==> src/rtl/s256_pkg.sv <==
// SHA-256 stream hasher package: round constants, initial hash values and
// the round and schedule helper functions. No dependencies.
`timescale 1ns / 1ps
package s256_pkg;
	localparam int WordW = 32;
	localparam int CountW = 61;
	localparam int BlkDepth = 16;
	localparam int CvDepth = 8;

	typedef logic [WordW-1:0] word_t;

	function automatic word_t round_k(input logic [5:0] i);
		word_t k;
		begin
			case (i)
				6'd0: k = 32'h428a2f98; 6'd1: k = 32'h71374491; 6'd2: k = 32'hb5c0fbcf;
				6'd3: k = 32'he9b5dba5; 6'd4: k = 32'h3956c25b; 6'd5: k = 32'h59f111f1;
				6'd6: k = 32'h923f82a4; 6'd7: k = 32'hab1c5ed5; 6'd8: k = 32'hd807aa98;
				6'd9: k = 32'h12835b01; 6'd10: k = 32'h243185be; 6'd11: k = 32'h550c7dc3;
				6'd12: k = 32'h72be5d74; 6'd13: k = 32'h80deb1fe; 6'd14: k = 32'h9bdc06a7;
				6'd15: k = 32'hc19bf174; 6'd16: k = 32'he49b69c1; 6'd17: k = 32'hefbe4786;
				6'd18: k = 32'h0fc19dc6; 6'd19: k = 32'h240ca1cc; 6'd20: k = 32'h2de92c6f;
				6'd21: k = 32'h4a7484aa; 6'd22: k = 32'h5cb0a9dc; 6'd23: k = 32'h76f988da;
				6'd24: k = 32'h983e5152; 6'd25: k = 32'ha831c66d; 6'd26: k = 32'hb00327c8;
				6'd27: k = 32'hbf597fc7; 6'd28: k = 32'hc6e00bf3; 6'd29: k = 32'hd5a79147;
				6'd30: k = 32'h06ca6351; 6'd31: k = 32'h14292967; 6'd32: k = 32'h27b70a85;
				6'd33: k = 32'h2e1b2138; 6'd34: k = 32'h4d2c6dfc; 6'd35: k = 32'h53380d13;
				6'd36: k = 32'h650a7354; 6'd37: k = 32'h766a0abb; 6'd38: k = 32'h81c2c92e;
				6'd39: k = 32'h92722c85; 6'd40: k = 32'ha2bfe8a1; 6'd41: k = 32'ha81a664b;
				6'd42: k = 32'hc24b8b70; 6'd43: k = 32'hc76c51a3; 6'd44: k = 32'hd192e819;
				6'd45: k = 32'hd6990624; 6'd46: k = 32'hf40e3585; 6'd47: k = 32'h106aa070;
				6'd48: k = 32'h19a4c116; 6'd49: k = 32'h1e376c08; 6'd50: k = 32'h2748774c;
				6'd51: k = 32'h34b0bcb5; 6'd52: k = 32'h391c0cb3; 6'd53: k = 32'h4ed8aa4a;
				6'd54: k = 32'h5b9cca4f; 6'd55: k = 32'h682e6ff3; 6'd56: k = 32'h748f82ee;
				6'd57: k = 32'h78a5636f; 6'd58: k = 32'h84c87814; 6'd59: k = 32'h8cc70208;
				6'd60: k = 32'h90befffa; 6'd61: k = 32'ha4506ceb; 6'd62: k = 32'hbef9a3f7;
				default: k = 32'hc67178f2;
			endcase
			return k;
		end
	endfunction

	function automatic word_t init_hash(input logic [2:0] i);
		word_t h;
		begin
			case (i)
				3'd0: h = 32'h6a09e667; 3'd1: h = 32'hbb67ae85;
				3'd2: h = 32'h3c6ef372; 3'd3: h = 32'ha54ff53a;
				3'd4: h = 32'h510e527f; 3'd5: h = 32'h9b05688c;
				3'd6: h = 32'h1f83d9ab; default: h = 32'h5be0cd19;
			endcase
			return h;
		end
	endfunction

	function automatic word_t rotr(input word_t x, input int n);
		return (x >> n) | (x << (WordW - n));
	endfunction

	function automatic word_t sig0(input word_t x);
		return rotr(x, 7) ^ rotr(x, 18) ^ (x >> 3);
	endfunction

	function automatic word_t sig1(input word_t x);
		return rotr(x, 17) ^ rotr(x, 19) ^ (x >> 10);
	endfunction

	function automatic word_t bsig0(input word_t x);
		return rotr(x, 2) ^ rotr(x, 13) ^ rotr(x, 22);
	endfunction

	function automatic word_t bsig1(input word_t x);
		return rotr(x, 6) ^ rotr(x, 11) ^ rotr(x, 25);
	endfunction
endpackage

==> src/rtl/s256_ram.sv <==
// Generic single-port-write, single-port-read RAM with registered read.
// No dependencies.
`timescale 1ns / 1ps
module s256_ram #(
	parameter int Width = 32,
	parameter int Depth = 16
) (
	input  logic                     clk,
	input  logic                     we,
	input  logic [$clog2(Depth)-1:0] waddr,
	input  logic [Width-1:0]         wdata,
	input  logic [$clog2(Depth)-1:0] raddr,
	output logic [Width-1:0]         rdata
);
	logic [Width-1:0] mem [Depth];

	always_ff @(posedge clk) begin
		if (we) begin
			mem[waddr] <= wdata;
		end
		rdata <= mem[raddr];
	end
endmodule

==> src/rtl/s256_round.sv <==
// One SHA-256 round on the working variables plus the rolling message
// schedule window. Uses s256_pkg.
`timescale 1ns / 1ps
module s256_round (
	input  logic             clk,
	input  logic             load,
	input  s256_pkg::word_t  init_vars [8],
	input  logic             step,
	input  logic [5:0]       rnd,
	input  s256_pkg::word_t  w_in,
	output s256_pkg::word_t  vars [8]
);
	import s256_pkg::*;

	word_t win_q [16];
	word_t vars_q [8];
	word_t wt, w_new, t1, t2;

	assign w_new = sig1(win_q[14]) + win_q[9] + sig0(win_q[1]) + win_q[0];
	assign wt = (rnd < 6'd16) ? w_in : w_new;
	assign t1 = vars_q[7] + bsig1(vars_q[4])
		+ ((vars_q[4] & vars_q[5]) ^ (~vars_q[4] & vars_q[6])) + round_k(rnd) + wt;
	assign t2 = bsig0(vars_q[0])
		+ ((vars_q[0] & vars_q[1]) ^ (vars_q[0] & vars_q[2]) ^ (vars_q[1] & vars_q[2]));
	assign vars = vars_q;

	always_ff @(posedge clk) begin
		if (load) begin
			vars_q <= init_vars;
		end else if (step) begin
			vars_q[7] <= vars_q[6];
			vars_q[6] <= vars_q[5];
			vars_q[5] <= vars_q[4];
			vars_q[4] <= vars_q[3] + t1;
			vars_q[3] <= vars_q[2];
			vars_q[2] <= vars_q[1];
			vars_q[1] <= vars_q[0];
			vars_q[0] <= t1 + t2;
			for (int i = 0; i < 15; i++) begin
				win_q[i] <= win_q[i+1];
			end
			win_q[15] <= wt;
		end
	end
endmodule

==> src/rtl/sha256_stream_hasher.sv <==
// SHA-256 stream hasher top level: byte packing, padding and control.
// Uses s256_pkg, s256_ram (block words), s256_round.
//
// Slave channel s_axis: one message byte per beat; tuser = {message_end,
// byte_valid}. A beat with both low is ignored. message_end closes the
// message after the beat's byte, if any, so an empty message is hashed.
// Master channel m_axis: eight digest words per message, word 0 first;
// tuser = word_index, tlast marks word 7.
// Sequence: a byte beat that does not fill a block does a memory
// read-modify-write of the block word. Filling the 64th byte does the
// read-modify-write, a fetch of word 0 and a load of the working
// variables, 64 rounds, one per cycle, and a fold into the chaining
// value. A message end adds padding writes per padded block, one or two
// compressions, 8 digest beats and a restart. The input is not ready
// while a block is compressed or digest beats are pending. Digest words
// leave from an output register; a stalled receiver holds the current
// beat and stops the readout.
// Reset returns the chaining value to the initial hash and clears the
// byte count; the block memory needs no clearing.
`timescale 1ns / 1ps
module sha256_stream_hasher #(
	parameter int CountWidth = s256_pkg::CountW
) (
	input  logic        clk,
	input  logic        arst_n,
	input  logic        s_axis_tvalid,
	output logic        s_axis_tready,
	input  logic [7:0]  s_axis_tdata,  // [7:0] message_byte
	input  logic [1:0]  s_axis_tuser,  // [0] byte_valid, [1] message_end
	output logic        m_axis_tvalid,
	input  logic        m_axis_tready,
	output logic [31:0] m_axis_tdata,  // [31:0] digest_word
	output logic [2:0]  m_axis_tuser,  // [2:0] word_index
	output logic        m_axis_tlast
);
	import s256_pkg::*;

	localparam logic [3:0] ST_IDLE = 4'd0, ST_RMW = 4'd1, ST_PAD = 4'd2,
		ST_LOAD = 4'd3, ST_ROUND = 4'd4, ST_FOLD = 4'd5, ST_OUT = 4'd6,
		ST_LEN = 4'd7, ST_ZERO = 4'd8, ST_PRIME = 4'd9, ST_REREAD = 4'd10;

	logic [3:0] state_q;
	logic [CountWidth-1:0] count_q;
	logic [CountWidth+2:0] bits;
	logic end_q, second_q, pad_q;
	logic [1:0] pos_q;
	logic [7:0] byte_q;
	logic [3:0] idx_q;
	logic [6:0] rnd_q;
	word_t cv_q [8];
	word_t init_v [8];
	word_t vars [8];
	logic [3:0] bw_waddr, bw_raddr;
	word_t bw_wdata, bw_rdata;
	logic bw_we, load, step;
	logic [3:0] oidx_q;
	logic [5:0] fill;
	logic s_acc;

	s256_ram #(.Width(WordW), .Depth(BlkDepth)) u_blk (
		.clk(clk), .we(bw_we), .waddr(bw_waddr), .wdata(bw_wdata),
		.raddr(bw_raddr), .rdata(bw_rdata)
	);

	assign init_v = cv_q;
	assign load = (state_q == ST_LOAD);
	assign step = (state_q == ST_ROUND);

	s256_round u_rnd (
		.clk(clk), .load(load), .init_vars(init_v), .step(step),
		.rnd(rnd_q[5:0]), .w_in(bw_rdata), .vars(vars)
	);

	assign fill = count_q[5:0];
	assign bits = {count_q, 3'b000};
	assign s_axis_tready = (state_q == ST_IDLE);
	assign s_acc = s_axis_tvalid && s_axis_tready;

	always_comb begin
		bw_we = 1'b0;
		bw_waddr = idx_q;
		bw_wdata = bw_rdata;
		bw_raddr = idx_q;
		unique case (state_q)
			ST_IDLE: bw_raddr = fill[5:2];
			ST_REREAD: bw_raddr = fill[5:2];
			ST_RMW: begin
				bw_we = 1'b1;
				bw_waddr = fill[5:2];
				case (fill[1:0])
					2'd0: bw_wdata = {byte_q, 24'h0};
					2'd1: bw_wdata = {bw_rdata[31:24], byte_q, 16'h0};
					2'd2: bw_wdata = {bw_rdata[31:16], byte_q, 8'h0};
					default: bw_wdata = {bw_rdata[31:8], byte_q};
				endcase
			end
			ST_PAD: begin
				bw_we = 1'b1;
				bw_waddr = fill[5:2];
				case (fill[1:0])
					2'd0: bw_wdata = 32'h8000_0000;
					2'd1: bw_wdata = {bw_rdata[31:24], 24'h80_0000};
					2'd2: bw_wdata = {bw_rdata[31:16], 16'h8000};
					default: bw_wdata = {bw_rdata[31:8], 8'h80};
				endcase
			end
			ST_ZERO: begin
				bw_we = 1'b1;
				bw_wdata = '0;
			end
			ST_LEN: begin
				bw_we = 1'b1;
				bw_waddr = {3'b111, pos_q[0]};
				bw_wdata = pos_q[0] ? bits[31:0] : 32'(bits[CountWidth+2:32]);
			end
			ST_PRIME: bw_raddr = '0;
			ST_LOAD: bw_raddr = '0;
			ST_ROUND: bw_raddr = 4'(rnd_q + 7'd1);
			default: ;
		endcase
	end

	always_ff @(posedge clk or negedge arst_n) begin
		if (!arst_n) begin
			state_q <= ST_IDLE;
			count_q <= '0;
			end_q <= 1'b0;
			second_q <= 1'b0;
			pad_q <= 1'b0;
			pos_q <= '0;
			idx_q <= '0;
			rnd_q <= '0;
			oidx_q <= '0;
			for (int i = 0; i < 8; i++) cv_q[i] <= init_hash(3'(i));
		end else begin
			unique case (state_q)
				ST_IDLE: if (s_acc) begin
					byte_q <= s_axis_tdata;
					end_q <= s_axis_tuser[1];
					if (s_axis_tuser[0]) state_q <= ST_RMW;
					else if (s_axis_tuser[1]) state_q <= ST_PAD;
				end
				ST_RMW: begin
					count_q <= count_q + 1'b1;
					if (fill == 6'd63) begin
						state_q <= ST_PRIME;
					end else if (end_q) begin
						state_q <= ST_REREAD;
					end else begin
						state_q <= ST_IDLE;
					end
				end
				ST_REREAD: state_q <= ST_PAD;
				ST_PAD: begin
					// 0x80 written; zero the remaining words of the block
					idx_q <= fill[5:2] + 4'd1;
					second_q <= 1'b0;
					pad_q <= 1'b1;
					if (fill[5:2] == 4'd15) state_q <= ST_PRIME;
					else state_q <= ST_ZERO;
				end
				ST_ZERO: begin
					idx_q <= idx_q + 4'd1;
					if (idx_q == 4'd15) begin
						if (end_q && (second_q || fill < 6'd56)) begin
							pos_q <= '0;
							state_q <= ST_LEN;
						end else begin
							state_q <= ST_PRIME;
						end
					end
				end
				ST_LEN: begin
					pos_q <= pos_q + 2'd1;
					if (pos_q[0]) state_q <= ST_PRIME;
				end
				ST_PRIME: state_q <= ST_LOAD;
				ST_LOAD: begin
					rnd_q <= '0;
					state_q <= ST_ROUND;
				end
				ST_ROUND: begin
					rnd_q <= rnd_q + 7'd1;
					if (rnd_q == 7'd63) state_q <= ST_FOLD;
				end
				ST_FOLD: begin
					for (int i = 0; i < 8; i++) cv_q[i] <= cv_q[i] + vars[i];
					if (!end_q) begin
						state_q <= ST_IDLE;
					end else if (!pad_q) begin
						// message ended on a full block: pad a fresh one
						state_q <= ST_PAD;
					end else if (!second_q && fill >= 6'd56) begin
						second_q <= 1'b1;
						idx_q <= '0;
						state_q <= ST_ZERO;
					end else begin
						oidx_q <= '0;
						state_q <= ST_OUT;
					end
				end
				ST_OUT: if (m_axis_tready || !m_axis_tvalid) begin
					if (oidx_q == 4'd8) begin
						oidx_q <= '0;
						end_q <= 1'b0;
						pad_q <= 1'b0;
						count_q <= '0;
						for (int i = 0; i < 8; i++) cv_q[i] <= init_hash(3'(i));
						state_q <= ST_IDLE;
					end else begin
						oidx_q <= oidx_q + 4'd1;
					end
				end
				default: state_q <= ST_IDLE;
			endcase
		end
	end

	// Output register: loads a word whenever the slot is free
	always_ff @(posedge clk or negedge arst_n) begin
		if (!arst_n) begin
			m_axis_tvalid <= 1'b0;
		end else if (m_axis_tready || !m_axis_tvalid) begin
			m_axis_tvalid <= (state_q == ST_OUT) && (oidx_q != 4'd8);
			m_axis_tdata <= cv_q[oidx_q[2:0]];
			m_axis_tuser <= oidx_q[2:0];
			m_axis_tlast <= (oidx_q == 4'd7);
		end
	end

	a_no_in_when_busy: assert property (@(posedge clk) disable iff (!arst_n)
		(state_q != ST_IDLE) |-> !s_axis_tready)
		else $error("input ready while busy");
	a_out_only_in_out: assert property (@(posedge clk) disable iff (!arst_n)
		$rose(m_axis_tvalid) |-> $past(state_q) == ST_OUT)
		else $error("digest beat outside readout");
	a_last_index: assert property (@(posedge clk) disable iff (!arst_n)
		m_axis_tvalid |-> (m_axis_tlast == (m_axis_tuser == 3'd7)))
		else $error("tlast not on word 7");
	a_count_clear: assert property (@(posedge clk) disable iff (!arst_n)
		(state_q == ST_OUT && oidx_q == 4'd8 && (m_axis_tready || !m_axis_tvalid))
		|=> count_q == '0)
		else $error("byte count not cleared");
endmodule

==> config.mk <==
export PLATFORM = sky130hd
export DESIGN_NAME = sha256_stream_hasher
export DESIGN_NICKNAME = d
export VERILOG_FILES = /design/src/rtl/s256_pkg.sv /design/src/rtl/s256_ram.sv /design/src/rtl/s256_round.sv /design/src/rtl/sha256_stream_hasher.sv
export SDC_FILE = /design/constraint.sdc
export NUM_CORES = 2
export LEC_CHECK = 0
export BUFFER_PORTS_ARGS = -buffer_cell sky130_fd_sc_hd__buf_2
export CORE_UTILIZATION = 50
export DETAILED_ROUTE_END_ITERATION = 8
export GPL_TIMING_DRIVEN = 0
export PLACE_DENSITY = 0.72
export RECOVER_POWER = 25
export SLEW_MARGIN = 20
export SYNTH_ARGS = -nofsm -noshare
export SYNTH_HDL_FRONTEND = slang
export SYNTH_SLANG_ARGS = --single-unit
==> constraint.sdc <==
create_clock -name clk -period 22.7 [get_ports clk]
set_input_delay 2.27 -clock clk [delete_from_list [all_inputs] [get_ports clk]]
set_output_delay 2.27 -clock clk [all_outputs]
set_load 0.05 [all_outputs]
==> run summary <==
The flow ran to the end, but the final reports show violations. The checks that failed: capacitance limit, slew limit. The CTS root buffer is sky130_fd_sc_hd__clkbuf_16. In this run the post-CTS setup repair buffer count came out at 0.

The overall global routing resource usage was 0.361. For the power share of the sequential group, the log shows 0.519. The start-to-end type of the worst setup path is register to register. The logs give 0 for the hold violation count in the final report and 0.004 for the relative contribution of combinational cells to total power.

The number of vias after detailed routing was 71,400; the count of final setup violators was 0. The tools report the nature of the critical path endpoint as a register. Power per unit of standard cell area: 61.5 nW/um^2. For this design the static power due to leakage is 39.8 nW.

Number of distinct standard cells referenced by the synthesized netlist: 106. 52 I/O pins were placed. The number of antenna violations at the first check in global routing is 26. Hold is met by 0.408 ns. The logs give 157 for the number of cell rows and 1.35 mW for the total net switching power.

Final weighted congestion of routability-driven global placement: 1.05. The achievable frequency is 0.0758 GHz. The startpoint kind of the worst setup timing path was a register.

The first global-routing pass estimated 482,000 um of wire. For this design, the slowest cell found on the critical path is sky130_fd_sc_hd__a31oi_1. In this run, post-CTS hold repair placed 0 buffers. Maximum level of the CTS H-tree: 4. Compared with the post-synthesis result, the final layout area differs by 11.5%. For this run, design rule violations remaining after detail routing come to 0. The tools report the post-layout instance area as 104,000 um^2. At the pin with the least slew margin, the transition time is 5.98 ns.

The run gives 121 as the pin count of the biggest net entering global routing. Internal power comes to 5.04 mW. The die outline height is 433 um.

The register clock-pin slew on the reported worst setup and hold paths is 0.06 ns, and the post-synthesis sequential element count is 1,697. The mean routed wirelength per cell came out at 30.3 um. The filler cells instantiated in the layout total 15,500. After detailed placement, the design holds a cell count of 10,900. The sequential area share after synthesis was 0.528; the number of nets at the end of the flow was 9,237. Synthesis handed over a netlist of 8,344 instances. The clock reaches the later pin of the worst-skew pair after 0.88 ns.

Global routing finished with a remaining overflow of 0. Post-CTS repair changed the size of 0 cells. For this design, the sink count on the clock tree is 1,697. The clock period minus final worst setup slack is 13.20 ns, and the proportion of netlist area held by the largest area contributor is 0.427. The first detailed-routing pass took 6 iterations. The final wirelength came out at 341,000 um. Average footprint of a synthesized cell: 11.1 um^2.

In this run the horizontal extent of the chip is 433 um. The worst register-to-register path has a setup slack of 9.50 ns. The clock passes through at most 3 buffers. Of all cell types, the one taking the most synthesized area is sky130_fd_sc_hd__edfxtp_1. The logs give 0.477 for the relative contribution of the clock network to total power and 394 for the number of pins exceeding their max-slew limit in the final report.

Total power for the finished layout comes to 6.38 mW. Summing every instance area after synthesis gives 93,000 um^2. Setup repair after global routing left no endpoint under its margin. The number of enable flip-flop cells after synthesis was 1,324; the data required time at the worst endpoint was 23.25 ns. Yosys printed 0 warnings. After synthesis, the cell types taking the most area are sky130_fd_sc_hd__edfxtp_1, sky130_fd_sc_hd__dfrtp_1, sky130_fd_sc_hd__ha_1, sky130_fd_sc_hd__nand2_1, sky130_fd_sc_hd__fa_1. The TritonCTS buffer count was 180. TritonCTS built the clock tree. The filler-free cell count of the finished design was 11,200. Most frequently used flop master after synthesis: sky130_fd_sc_hd__edfxtp_1. Max-cap violations in this run came to 6.

STA puts the critical path data arrival time at 13.75 ns. The effective utilization at floorplan was 0.506; the largest driver fanout on the critical path was 10. The number of DRC markers in iteration 0 came out at 9,520. The number of global-route vias before repair came out at 67,400. The fraction of registers with async set/reset is 0.201, and the area of the core is 184,000 um^2. The area of the die is 188,000 um^2, and the number of vias per cell is 6.35. Class of the worst hold path: register to register. The switching part of the total works out to 0.211.

The total nets after synthesis is 8,963. The worst-case IR drop observed on VDD is 0.0806 mV. The largest stage delay on the critical path was 0.84 ns; the post-detailed-placement cell area was 97,700 um^2.

The post-route antenna net violation count was 0. The fraction of layout cells with a size suffix above 1 is 0.0876, and the number of buffer cells added on primary ports is 51. Worst-case headroom to the max-slew limit: -2.99. The run gives 256,000 um as the half-perimeter wire length after detailed placement.

The logs give 0 ns for the setup TNS and 0.0573 ns for the setup skew after layout. The final worst-path cycle share works out to 0.581.
-- final timing paths --
check | endpoint | startpoint | depth (start not counted)
max | u_rnd.vars[254] | rnd_q[0] | 35
min | u_rnd.win_q[2][18] | u_rnd.win_q[3][18] | 0
max reg2reg | u_rnd.vars[254] | rnd_q[0] | 35
min reg2reg | u_rnd.win_q[2][18] | u_rnd.win_q[3][18] | 0
max in group asynchronous | cv_q[200] | arst_n | 2
min in group asynchronous | cv_q[61] | arst_n | 1
-- kinds of logic after synthesis --
| kind of cell | synth area share |
|---|---|
| flops | 0.528 |
| mux | 0.0321 |
| buf+inv | 0.0329 |
| compound gates | 0.136 |
| simple gates | 0.116 |
| xor+xnor | 0.0561 |
| fa+ha+maj | 0.0992 |
-- power by group through the flow --
| stage | sequential, mW | clock [mW] | combinational, mW |
|---|---|---|---|
| floorplan | 3.38 | 0 | 0.00107 |
| global placement | 3.38 | 0 | 0.0241 |
| detailed placement | 3.38 | 0 | 0.0269 |
| CTS | 3.32 | 3.06 | 0.0269 |
| global route | 3.31 | 3.17 | 0.0271 |
| finish | 3.31 | 3.04 | 0.0249 |
-- sequential cells by signal, summed over array words and instances, names as in the netlist --
| register | count |
|---|---|
| m_axis_tlast | 1 |
| byte_q | 8 |
| oidx_q | 4 |
| cv_q | 256 |
| m_axis_tvalid | 1 |
| u_blk.rdata | 32 |
| m_axis_tuser | 3 |
| end_q | 1 |
| m_axis_tdata | 32 |
| pos_q | 1 |
| pad_q | 1 |
| rnd_q | 7 |
| u_blk.mem | 512 |
| idx_q | 4 |
| u_rnd.vars | 256 |
| count_q | 61 |
| state_q | 4 |
| u_rnd.win_q | 512 |
| second_q | 1 |
-- layout by cell type (no fill, tap or decap), drive strengths merged, types with 23 or more instances in the layout --
| cell | instances |
|---|---|
| edfxtp | 1324 |
| nand2 | 1294 |
| clkbuf | 607 |
| a21oi | 553 |
| nor2 | 471 |
| o21ai | 436 |
| ha | 408 |
| inv | 403 |
| xnor2 | 370 |
| xor2 | 223 |
| a211oi | 210 |
| dfrtp | 205 |
| fa | 197 |
| a21o | 177 |
| nor2b | 173 |
| dfstp | 136 |
| buf | 133 |
| nand3 | 122 |
| a31oi | 121 |
| mux2i | 83 |
| nor3 | 79 |
| mux4 | 74 |
| a311oi | 71 |
| clkinv | 66 |
| o21a | 64 |
| nand2b | 60 |
| and3 | 53 |
| o21bai | 48 |
| or3 | 45 |
| mux2 | 43 |
| o31ai | 41 |
| nand4 | 39 |
| o211ai | 33 |
| dfxtp | 32 |
| or2 | 24 |
| o221ai | 23 |
-- synth_stat cells (121+ instances only) --
cell type                  count
sky130_fd_sc_hd__a211oi_1    207
sky130_fd_sc_hd__edfxtp_1   1324
sky130_fd_sc_hd__xnor2_1     370
sky130_fd_sc_hd__fa_1        197
sky130_fd_sc_hd__nand2_1    1290
sky130_fd_sc_hd__a21oi_1     550
sky130_fd_sc_hd__clkbuf_1    346
sky130_fd_sc_hd__nor2b_1     172
sky130_fd_sc_hd__nor2_1      470
sky130_fd_sc_hd__o21ai_0     411
sky130_fd_sc_hd__a21o_1      177
sky130_fd_sc_hd__inv_1       397
sky130_fd_sc_hd__a31oi_1     121
sky130_fd_sc_hd__nand3_1     122
sky130_fd_sc_hd__ha_1        408
sky130_fd_sc_hd__xor2_1      223
sky130_fd_sc_hd__dfstp_2     136
sky130_fd_sc_hd__dfrtp_1     205
-- through the flow --
stage	setup slack, ns	utilization
global route	9.15	0.564
detailed placement	9.96	0.531
global placement	3.58	0.524
CTS	9.83	0.564
finish	9.50	0.564
floorplan	9.91	-
-- per-layer routing --
| metal | vias up | track usage | share of wire |
|---|---|---|---|
| li1 | 30700 | - | - |
| met1 | 35500 | 0.499 | 0.41 |
| met3 | 880 | 0.110 | 0.12 |
| met4 | 28 | 0.170 | 0.054 |
| met2 | 4301 | 0.517 | 0.42 |
| met5 | - | 0 | 0.00060 |
-- worst max-delay path, delay by kind of cell (launching register included) --
| family | cells | cell delay [ns] |
|---|---|---|
| XOR/XNOR | 2 | 0.86 |
| AND/OR/NAND/NOR | 7 | 1.81 |
| buffers and inverters | 7 | 1.95 |
| flip-flops | 1 | 0.58 |
| adder cells (fa/ha/maj) | 7 | 3.29 |
| AO/OA/AOI/OAI | 12 | 4.32 |
-- cell type report --
class / count / area [um^2] / share of cell area
flip-flops and latches: 1697 / 49100 / 0.473
multi-input cells: 5842 / 41200 / 0.398
inverters: 403 / 1520 / 0.0147
repair buffers: 92 / 1090 / 0.0105
clock buffers: 246 / 4990 / 0.0481
plain buffers: 402 / 1570 / 0.0151
clock inverters: 90 / 1110 / 0.0107
diodes: 12 / 30.0 / 0.000289
well taps: 2464 / 3080 / 0.0297
Power figures use the tool's default switching activity.
